`src/hdl/bsm_pkg.sv`:
```
// Shared widths and lane count for the bounding sphere merge block.
package bsm_pkg;

  localparam int unsigned CoordW  = 32;                 // signed Q16.16 center coordinate
  localparam int unsigned RadW    = 31;                 // unsigned Q15.16 radius
  localparam int unsigned Lanes   = 3;                  // x, y, z
  localparam int unsigned DistW   = 33;                 // distance and shift width
  localparam int unsigned ProdW   = 66;                 // square sums and products
  localparam int unsigned RemW    = 34;                 // root remainder width
  localparam int unsigned CntW    = 6;
  localparam logic [CntW-1:0] MulSteps  = CntW'(CoordW - 1);
  localparam logic [CntW-1:0] RootSteps = CntW'(ProdW / 2 - 1);
  localparam logic [CntW-1:0] DivSteps  = CntW'(CoordW - 1);

endpackage

```
`src/hdl/bounding_sphere_merge.sv`:
```
// Bounding sphere merge: folds a run of spheres into one enclosing sphere, bit serially.
// A seeding item passes only the accept and finish states. A merged item runs the squares, the
// sum, the root (two radicand bits a cycle) and the decision, and finishes there when it changes
// nothing or contains the running sphere; when the running sphere grows, the products and the
// quotients follow before the finish. One item is in
// work at a time; a result waits in the output register. Reset clears the running sphere.
module bounding_sphere_merge
  import bsm_pkg::*;
(
  input  logic                     clk_i,
  input  logic                     rst_ni,
  input  logic                     in_valid_i,
  output logic                     in_ready_o,
  input  logic signed [CoordW-1:0] center_x_i,
  input  logic signed [CoordW-1:0] center_y_i,
  input  logic signed [CoordW-1:0] center_z_i,
  input  logic        [RadW-1:0]   radius_i,
  input  logic                     first_of_run_i,
  input  logic                     last_of_run_i,
  output logic                     out_valid_o,
  input  logic                     out_ready_i,
  output logic signed [CoordW-1:0] merged_x_o,
  output logic signed [CoordW-1:0] merged_y_o,
  output logic signed [CoordW-1:0] merged_z_o,
  output logic        [RadW-1:0]   merged_radius_o
);

  localparam logic [2:0] StIdle = 3'd0;
  localparam logic [2:0] StSq   = 3'd1;
  localparam logic [2:0] StSum  = 3'd2;
  localparam logic [2:0] StRoot = 3'd3;
  localparam logic [2:0] StDec  = 3'd4;
  localparam logic [2:0] StMul  = 3'd5;
  localparam logic [2:0] StDiv  = 3'd6;
  localparam logic [2:0] StFin  = 3'd7;

  logic [2:0]        state_q, state_d;
  logic [CntW-1:0]   cnt_q, cnt_d;
  logic              last_q, last_d;
  logic [RadW-1:0]   in_r_q, in_r_d;
  logic [CoordW-1:0] in_c_q [Lanes];
  logic [CoordW-1:0] in_c_d [Lanes];
  logic              neg_q  [Lanes];
  logic              neg_d  [Lanes];
  logic [CoordW-1:0] mag_q  [Lanes];
  logic [CoordW-1:0] mag_d  [Lanes];
  logic [CoordW-1:0] mpl_q  [Lanes];
  logic [CoordW-1:0] mpl_d  [Lanes];
  logic [DistW-1:0]  mcand_q [Lanes];
  logic [DistW-1:0]  mcand_d [Lanes];
  logic [ProdW-1:0]  acc_q  [Lanes];
  logic [ProdW-1:0]  acc_d  [Lanes];
  logic [CoordW-1:0] run_c_q [Lanes];
  logic [CoordW-1:0] run_c_d [Lanes];
  logic [RadW-1:0]   run_r_q, run_r_d;
  logic [ProdW-1:0]  rad_q, rad_d;
  logic [RemW-1:0]   rem_q, rem_d;
  logic [DistW-1:0]  root_q, root_d;
  logic              out_valid_q, out_valid_d;
  logic [CoordW-1:0] out_c_q [Lanes];
  logic [CoordW-1:0] out_c_d [Lanes];
  logic [RadW-1:0]   out_r_q, out_r_d;

  logic [CoordW-1:0] in_c [Lanes];
  logic [CoordW:0]   diff [Lanes];
  logic [RemW+1:0]   rem_sh;
  logic [RemW:0]     trial;
  logic [RemW-1:0]   reach, big_r, d_plus_r, sum_r;
  logic [RemW-1:0]   shift_w;
  logic [RemW-1:0]   div_t;
  logic              div_ge;

  assign in_c[0] = center_x_i;
  assign in_c[1] = center_y_i;
  assign in_c[2] = center_z_i;

  assign in_ready_o = (state_q == StIdle);

  // Running-sphere decision once the distance is known.
  assign reach    = RemW'(root_q) + RemW'(in_r_q);
  assign big_r    = RemW'(run_r_q);
  assign d_plus_r = RemW'(root_q) + big_r;
  assign shift_w  = (reach - big_r) >> 1;
  assign sum_r    = big_r + shift_w;

  assign rem_sh = {rem_q, rad_q[ProdW-1 -: 2]};
  assign trial  = {root_q, 2'b01};

  always_comb begin
    state_d     = state_q;
    cnt_d       = cnt_q;
    last_d      = last_q;
    in_r_d      = in_r_q;
    run_r_d     = run_r_q;
    rad_d       = rad_q;
    rem_d       = rem_q;
    root_d      = root_q;
    out_valid_d = out_valid_q;
    out_r_d     = out_r_q;
    div_t       = '0;
    div_ge      = 1'b0;
    for (int i = 0; i < Lanes; i++) begin
      in_c_d[i]  = in_c_q[i];
      neg_d[i]   = neg_q[i];
      mag_d[i]   = mag_q[i];
      mpl_d[i]   = mpl_q[i];
      mcand_d[i] = mcand_q[i];
      acc_d[i]   = acc_q[i];
      run_c_d[i] = run_c_q[i];
      out_c_d[i] = out_c_q[i];
      diff[i]    = {in_c[i][CoordW-1], in_c[i]} - {run_c_q[i][CoordW-1], run_c_q[i]};
    end

    if (out_valid_q && out_ready_i) begin
      out_valid_d = 1'b0;
    end

    unique case (state_q)
      StIdle: begin
        if (in_valid_i) begin
          last_d = last_of_run_i;
          in_r_d = radius_i;
          cnt_d  = MulSteps;
          for (int i = 0; i < Lanes; i++) begin
            in_c_d[i]  = in_c[i];
            neg_d[i]   = diff[i][CoordW];
            mag_d[i]   = diff[i][CoordW] ? CoordW'(-diff[i]) : diff[i][CoordW-1:0];
            mpl_d[i]   = mag_d[i];
            mcand_d[i] = DistW'(mag_d[i]);
            acc_d[i]   = '0;
          end
          if (first_of_run_i) begin
            for (int i = 0; i < Lanes; i++) begin
              run_c_d[i] = in_c[i];
            end
            run_r_d = radius_i;
            state_d = StFin;
          end else begin
            state_d = StSq;
          end
        end
      end
      StSq, StMul: begin
        // MSB-first shift and add, one multiplier bit a cycle in each lane.
        for (int i = 0; i < Lanes; i++) begin
          acc_d[i] = {acc_q[i][ProdW-2:0], 1'b0}
                   + (mpl_q[i][CoordW-1] ? ProdW'(mcand_q[i]) : '0);
          mpl_d[i] = {mpl_q[i][CoordW-2:0], 1'b0};
        end
        if (cnt_q == '0) begin
          state_d = (state_q == StSq) ? StSum : StDiv;
          cnt_d   = (state_q == StSq) ? RootSteps : DivSteps;
        end else begin
          cnt_d = cnt_q - 1'b1;
        end
      end
      StSum: begin
        rad_d   = acc_q[0] + acc_q[1] + acc_q[2];
        rem_d   = '0;
        root_d  = '0;
        state_d = StRoot;
      end
      StRoot: begin
        // Restoring square root, two radicand bits a cycle.
        if (rem_sh >= (RemW+2)'(trial)) begin
          rem_d  = RemW'(rem_sh - (RemW+2)'(trial));
          root_d = {root_q[DistW-2:0], 1'b1};
        end else begin
          rem_d  = RemW'(rem_sh);
          root_d = {root_q[DistW-2:0], 1'b0};
        end
        rad_d = {rad_q[ProdW-3:0], 2'b00};
        if (cnt_q == '0) begin
          state_d = StDec;
        end else begin
          cnt_d = cnt_q - 1'b1;
        end
      end
      StDec: begin
        if (reach <= big_r) begin
          state_d = StFin;
        end else if (RemW'(in_r_q) >= d_plus_r) begin
          for (int i = 0; i < Lanes; i++) begin
            run_c_d[i] = in_c_q[i];
          end
          run_r_d = in_r_q;
          state_d = StFin;
        end else begin
          run_r_d = (sum_r[RemW-1:RadW] != '0) ? '1 : sum_r[RadW-1:0];
          for (int i = 0; i < Lanes; i++) begin
            mcand_d[i] = shift_w[DistW-1:0];
            mpl_d[i]   = mag_q[i];
            acc_d[i]   = '0;
          end
          cnt_d   = MulSteps;
          state_d = StMul;
        end
      end
      StDiv: begin
        // Restoring division of the product by d; the quotient shifts into the low word.
        for (int i = 0; i < Lanes; i++) begin
          div_t  = {acc_q[i][ProdW-2:CoordW], acc_q[i][CoordW-1]};
          div_ge = div_t >= RemW'(root_q);
          if (div_ge) begin
            div_t = div_t - RemW'(root_q);
          end
          acc_d[i] = {1'b0, div_t[DistW-1:0], acc_q[i][CoordW-2:0], div_ge};
          if (cnt_q == '0) begin
            run_c_d[i] = neg_q[i] ? run_c_q[i] - acc_d[i][CoordW-1:0]
                                  : run_c_q[i] + acc_d[i][CoordW-1:0];
          end
        end
        if (cnt_q == '0) begin
          state_d = StFin;
        end else begin
          cnt_d = cnt_q - 1'b1;
        end
      end
      StFin: begin
        if (!last_q) begin
          state_d = StIdle;
        end else if (!out_valid_q || out_ready_i) begin
          out_valid_d = 1'b1;
          for (int i = 0; i < Lanes; i++) begin
            out_c_d[i] = run_c_q[i];
          end
          out_r_d = run_r_q;
          state_d = StIdle;
        end
      end
      default: state_d = StIdle;
    endcase
  end

  always_ff @(posedge clk_i or negedge rst_ni) begin
    if (!rst_ni) begin
      state_q     <= StIdle;
      cnt_q       <= '0;
      out_valid_q <= 1'b0;
      run_r_q     <= '0;
      for (int i = 0; i < Lanes; i++) begin
        run_c_q[i] <= '0;
      end
    end else begin
      state_q     <= state_d;
      cnt_q       <= cnt_d;
      out_valid_q <= out_valid_d;
      run_r_q     <= run_r_d;
      for (int i = 0; i < Lanes; i++) begin
        run_c_q[i] <= run_c_d[i];
      end
    end
  end

  always_ff @(posedge clk_i) begin
    last_q  <= last_d;
    in_r_q  <= in_r_d;
    rad_q   <= rad_d;
    rem_q   <= rem_d;
    root_q  <= root_d;
    out_r_q <= out_r_d;
    for (int i = 0; i < Lanes; i++) begin
      in_c_q[i]  <= in_c_d[i];
      neg_q[i]   <= neg_d[i];
      mag_q[i]   <= mag_d[i];
      mpl_q[i]   <= mpl_d[i];
      mcand_q[i] <= mcand_d[i];
      acc_q[i]   <= acc_d[i];
      out_c_q[i] <= out_c_d[i];
    end
  end

  assign out_valid_o     = out_valid_q;
  assign merged_x_o      = out_c_q[0];
  assign merged_y_o      = out_c_q[1];
  assign merged_z_o      = out_c_q[2];
  assign merged_radius_o = out_r_q;

  // The partial remainder of the root never exceeds twice the partial root.
  a_root_rem: assert property (@(posedge clk_i) disable iff (!rst_ni)
    state_q == StRoot |-> (RemW+1)'(rem_q) <= {1'b0, root_q, 1'b0})
    else $error("root remainder out of range");

  // The quotient fits in one coordinate, so the top product bit is clear during division.
  a_div_fit: assert property (@(posedge clk_i) disable iff (!rst_ni)
    state_q == StDiv |-> acc_q[0][ProdW-1] == 1'b0 && acc_q[1][ProdW-1] == 1'b0
                         && acc_q[2][ProdW-1] == 1'b0)
    else $error("product too wide for quotient");

  // The center step is only taken with a nonzero distance.
  a_div_nonzero: assert property (@(posedge clk_i) disable iff (!rst_ni)
    state_q == StMul |-> root_q != '0)
    else $error("division by zero distance");

  // A result beat is only raised when an item finishes.
  a_out_source: assert property (@(posedge clk_i) disable iff (!rst_ni)
    $rose(out_valid_q) |-> $past(state_q) == StFin)
    else $error("result raised outside finish");

endmodule
```
`config.mk`:
```
export PLATFORM = sky130hd
export DESIGN_NAME = bounding_sphere_merge
export DESIGN_NICKNAME = d
export VERILOG_FILES = /design/src/hdl/bsm_pkg.sv /design/src/hdl/bounding_sphere_merge.sv
export SDC_FILE = /design/constraint.sdc
export NUM_CORES = 2
export LEC_CHECK = 0
export BUFFER_PORTS_ARGS = -buffer_cell sky130_fd_sc_hd__buf_2
export CORE_MARGIN = 2
export CORE_UTILIZATION = 55
export CTS_BUF_LIST = sky130_fd_sc_hd__clkbuf_16
export DETAILED_ROUTE_END_ITERATION = 10
export PLACE_DENSITY = 0.77
export SYNTH_ARGS = -nofsm -noshare
export SYNTH_HDL_FRONTEND = slang
export SYNTH_SLANG_ARGS = --single-unit
```
`constraint.sdc`:
```
create_clock -name clk_i -period 19.3 [get_ports clk_i]
set_clock_uncertainty 0.15 [all_clocks]
set_input_delay 0.965 -clock clk_i [delete_from_list [all_inputs] [get_ports clk_i]]
set_output_delay 0.965 -clock clk_i [all_outputs]
set_load 0.05 [all_outputs]
```
==> tab_implementation.tex <==
\begin{tabular}{lr}
\hline
Metric & Value \\
\hline
\multicolumn{2}{l}{\textbf{Logic synthesis}} \\
Per-instance average area after synthesis & 9.30 um\^{}2 \\
Number of different library cells in the post-synthesis netlist & 106 \\
Sequential-to-total area share from yosys stat & 38.0\% \\
Synth Register Bits & 1015 \\
Summed instance area of the synthesized netlist & 78400 um\^{}2 \\
Number of synthesized flops with an enable pin & 878 \\
Number of warnings printed during yosys synthesis & 0 \\
Main synth FF type & sky130\_fd\_sc\_hd\_\_edfxtp\_1 \\
Synthesized net count & 9291 \\
Proportion of register bits with asynchronous set or reset after synthesis & 13.5\% \\
Number of instances in the synthesized netlist & 8429 \\
\multicolumn{2}{l}{\textbf{Drt}} \\
Average vias per placed instance & 6.48 \\
Remaining DRCs & 0 \\
DR pass1 iterations & 6 \\
Total vias in the final route & 68500 \\
WL/cell & 24.4 um \\
Antenna Violating Nets Remaining & 0 \\
Total wire length after detailed routing & 258 mm \\
Iteration-0 DRC count of the detailed router & 8094 \\
\multicolumn{2}{l}{\textbf{Clocking}} \\
Reg clk slew, reported paths & 0.07 ns \\
Buffers inserted during post-CTS setup optimization & 0 \\
Post-CTS sizing & 0 \\
Number of H-tree branching levels & 3 \\
Number of CTS-inserted buffers & 115 \\
Clock tree from TritonCTS & yes \\
Clk\_lat worst skew & 0.79 ns \\
Number of sinks driven by the clock tree & 1015 \\
Clock root cell & sky130\_fd\_sc\_hd\_\_clkbuf\_16 \\
Clock Tree Buf Depth & 3 \\
Hold buffers post-CTS & 1 \\
\multicolumn{2}{l}{\textbf{Global routing}} \\
Via count of the first global-routing pass & 65600 \\
Sum of overflow across all layers after global routing & 0 \\
Initial antenna violation count & 15 \\
Wire length of the first global-routing pass & 391 mm \\
Maximum number of pins on one net before global-route repair & 157 \\
Total GRT Usage & 34.6\% \\
\multicolumn{2}{l}{\textbf{Placement}} \\
Final GP Congestion & 1.00 \\
Placed instance count & 10400 \\
Buffers added on ports & 261 \\
HPWL after DPL & 197 mm \\
Post-placement setup slack & 10.08 ns \\
Total cell area at the placement stage & 81600 um\^{}2 \\
\multicolumn{2}{l}{\textbf{Cells and area}} \\
Finished layout cell area & 85600 um\^{}2 \\
Final-stage net count & 9443 \\
Fill cell total of the finished layout & 11900 \\
Commonest cells after routing, fill and taps aside & 878 x sky130\_fd\_sc\_hd\_\_edfxtp\_1, 845 x sky130\_fd\_sc\_hd\_\_a21oi\_1, 662 x sky130\_fd\_sc\_hd\_\_nand2\_1 \\
Area overhead of the layout relative to synthesis & 9.25\% \\
Filler-free cell count of the finished design & 10600 \\
Proportion of layout cells with a drive suffix above 1 & 7.16\% \\
Leading cell type in the layout, fill and taps excluded & sky130\_fd\_sc\_hd\_\_edfxtp\_1 \\
\multicolumn{2}{l}{\textbf{Critical path}} \\
Data arrival time of the critical path & 9.64 ns \\
Worst Setup End Kind & register \\
Critical path class & register to register \\
Highest-delay cell along the critical path & sky130\_fd\_sc\_hd\_\_buf\_4 \\
Largest stage delay on the critical path & 0.96 ns \\
CP required & 19.50 ns \\
Startpoint kind of the worst setup timing path & register \\
Critical Path Most Common Cell & sky130\_fd\_sc\_hd\_\_a21oi\_1 \\
Worst Path Max Fanout & 79 \\
\multicolumn{2}{l}{\textbf{STA}} \\
Count of endpoints failing hold in the final timing report & 0 \\
Sum Neg Setup Slack & 0 ns \\
Min Tclk post-route & 9.44 ns \\
Timing-limited maximum frequency & 0.106 GHz \\
Worst slew margin relative to its limit & 10.9\% \\
Setup repair after global routing missed its margin & false \\
Post-layout worst setup margin & 9.86 ns \\
Setup violators final & 0 \\
Transition time at the pin with the least slew margin & 1.33 ns \\
Final number of max-transition violations & 0 \\
Fin crit share & 48.9\% \\
\multicolumn{2}{l}{\textbf{Floorplan}} \\
Number of core rows & 138 \\
Top-level port count & 262 \\
Horizontal die dimension & 381 um \\
Area of the die & 146000 um\^{}2 \\
Die height & 381 um \\
Core area & 141000 um\^{}2 \\
Starting Density & 55.4\% \\
\multicolumn{2}{l}{\textbf{Hold path}} \\
Type of the most critical hold path & input port to register \\
\multicolumn{2}{l}{\textbf{Outcome}} \\
Result of the run & finished, final reports clean \\
\multicolumn{2}{l}{\textbf{Flow run}} \\
\# Max-Cap Violations & 0 \\
\hline
\end{tabular}
==> worst max-delay path: cells and delay by family (launching register included) <==
family	cells	cell delay, ns
fa+ha+maj	2	0.72
simple gates	7	0.97
compound gates	14	3.27
buf+inv	5	3.11
xor+xnor	1	0.10
flops	1	0.48
==> Yosys cell counts (108+ instances only) <==
master / n / area share, %
sky130_fd_sc_hd__xor2_1: 291 / 3.3
sky130_fd_sc_hd__a21oi_1: 846 / 5.4
sky130_fd_sc_hd__nor2_1: 657 / 3.1
sky130_fd_sc_hd__nand3_1: 189 / 1.2
sky130_fd_sc_hd__edfxtp_1: 878 / 34
sky130_fd_sc_hd__a22oi_1: 108 / 1.0
sky130_fd_sc_hd__nand2_1: 668 / 3.2
sky130_fd_sc_hd__nor3_1: 138 / 0.88
sky130_fd_sc_hd__a21o_1: 328 / 3.1
sky130_fd_sc_hd__and2_1: 148 / 1.2
sky130_fd_sc_hd__clkbuf_1: 243 / 1.2
sky130_fd_sc_hd__dfrtp_1: 137 / 4.4
sky130_fd_sc_hd__o21ai_0: 615 / 3.9
sky130_fd_sc_hd__inv_1: 441 / 2.1
sky130_fd_sc_hd__ha_1: 647 / 10
sky130_fd_sc_hd__xnor2_1: 436 / 4.9
==> final timing paths <==
check | from | end | slack, ns | depth (start not counted)
setup / recovery | root_q[1] | acc_q[0][58] | 9.86 | 29
hold / removal | center_y_i[5] | in_c_q[0][37] | 0.24 | 1
setup reg to reg | root_q[1] | acc_q[0][58] | 9.86 | 29
hold reg to reg | run_c_q[57] | out_c_q[0][57] | 0.36 | 0
max in group asynchronous | rst_ni | state_q[1] | 17.18 | 3
min in group asynchronous | rst_ni | run_c_q[44] | 0.50 | 2
==> state kept, by name, indices dropped and copies added, names as in the netlist <==
| name | count |
|---|---|
| out_c_q | 96 |
| run_r_q | 31 |
| root_q | 33 |
| last_q | 1 |
| mcand_q | 97 |
| rem_q | 34 |
| in_r_q | 31 |
| rad_q | 66 |
| cnt_q | 6 |
| mag_q | 96 |
| merged_radius_o | 31 |
| in_c_q | 96 |
| out_valid_o | 1 |
| neg_q | 3 |
| run_c_q | 96 |
| mpl_q | 96 |
| acc_q | 198 |
| state_q | 3 |
==> layer usage <==
layer	wire [um]	vias to the layer above	track usage [%]	share of wire, %
li1	-	31500	-	-
met1	106000	33000	46.7	41
met2	114000	3357	54.0	44
met3	24400	629	6.10	9.4
met4	13800	18	16.6	5.3
met5	168	-	0	0.065
==> through the flow <==
| step | util (%) | hold slack (ns) |
|---|---|---|
| floorplan | - | 0.303 |
| global placement | 57.7 | 0.339 |
| detailed placement | 57.7 | 0.338 |
| CTS | 60.5 | 0.207 |
| global route | 60.5 | 0.225 |
| finish | 60.5 | 0.240 |
==> cells by family after synthesis <==
kind of cell / Yosys count / synth area share (%)
muxes: 91 / 1.17
adders and majority gates: 729 / 12.4
DFF: 1015 / 38.0
and+or+nand+nor: 2360 / 14.4
xor gates and xnor gates: 728 / 8.15
buffers and inverters: 743 / 3.62
AOI/OAI and AO/OA: 2763 / 22.3
==> final cells by class <==
type                    count  area (um^2)  share of cell area, %
well taps                1890         2360                   2.76
repair buffers            334         1900                   2.22
clock inverters           104         1080                   1.26
clock buffers             116         2900                   3.39
diodes                      3         7.51                0.00877
multi-input cells        6671        45900                   53.6
flip-flops and latches   1015        29800                   34.8
inverters                 444         1670                   1.95
Power is left out: the tool's default activity adds up to more than one toggle a clock period on the data nets, which glitch-free logic cannot reach.
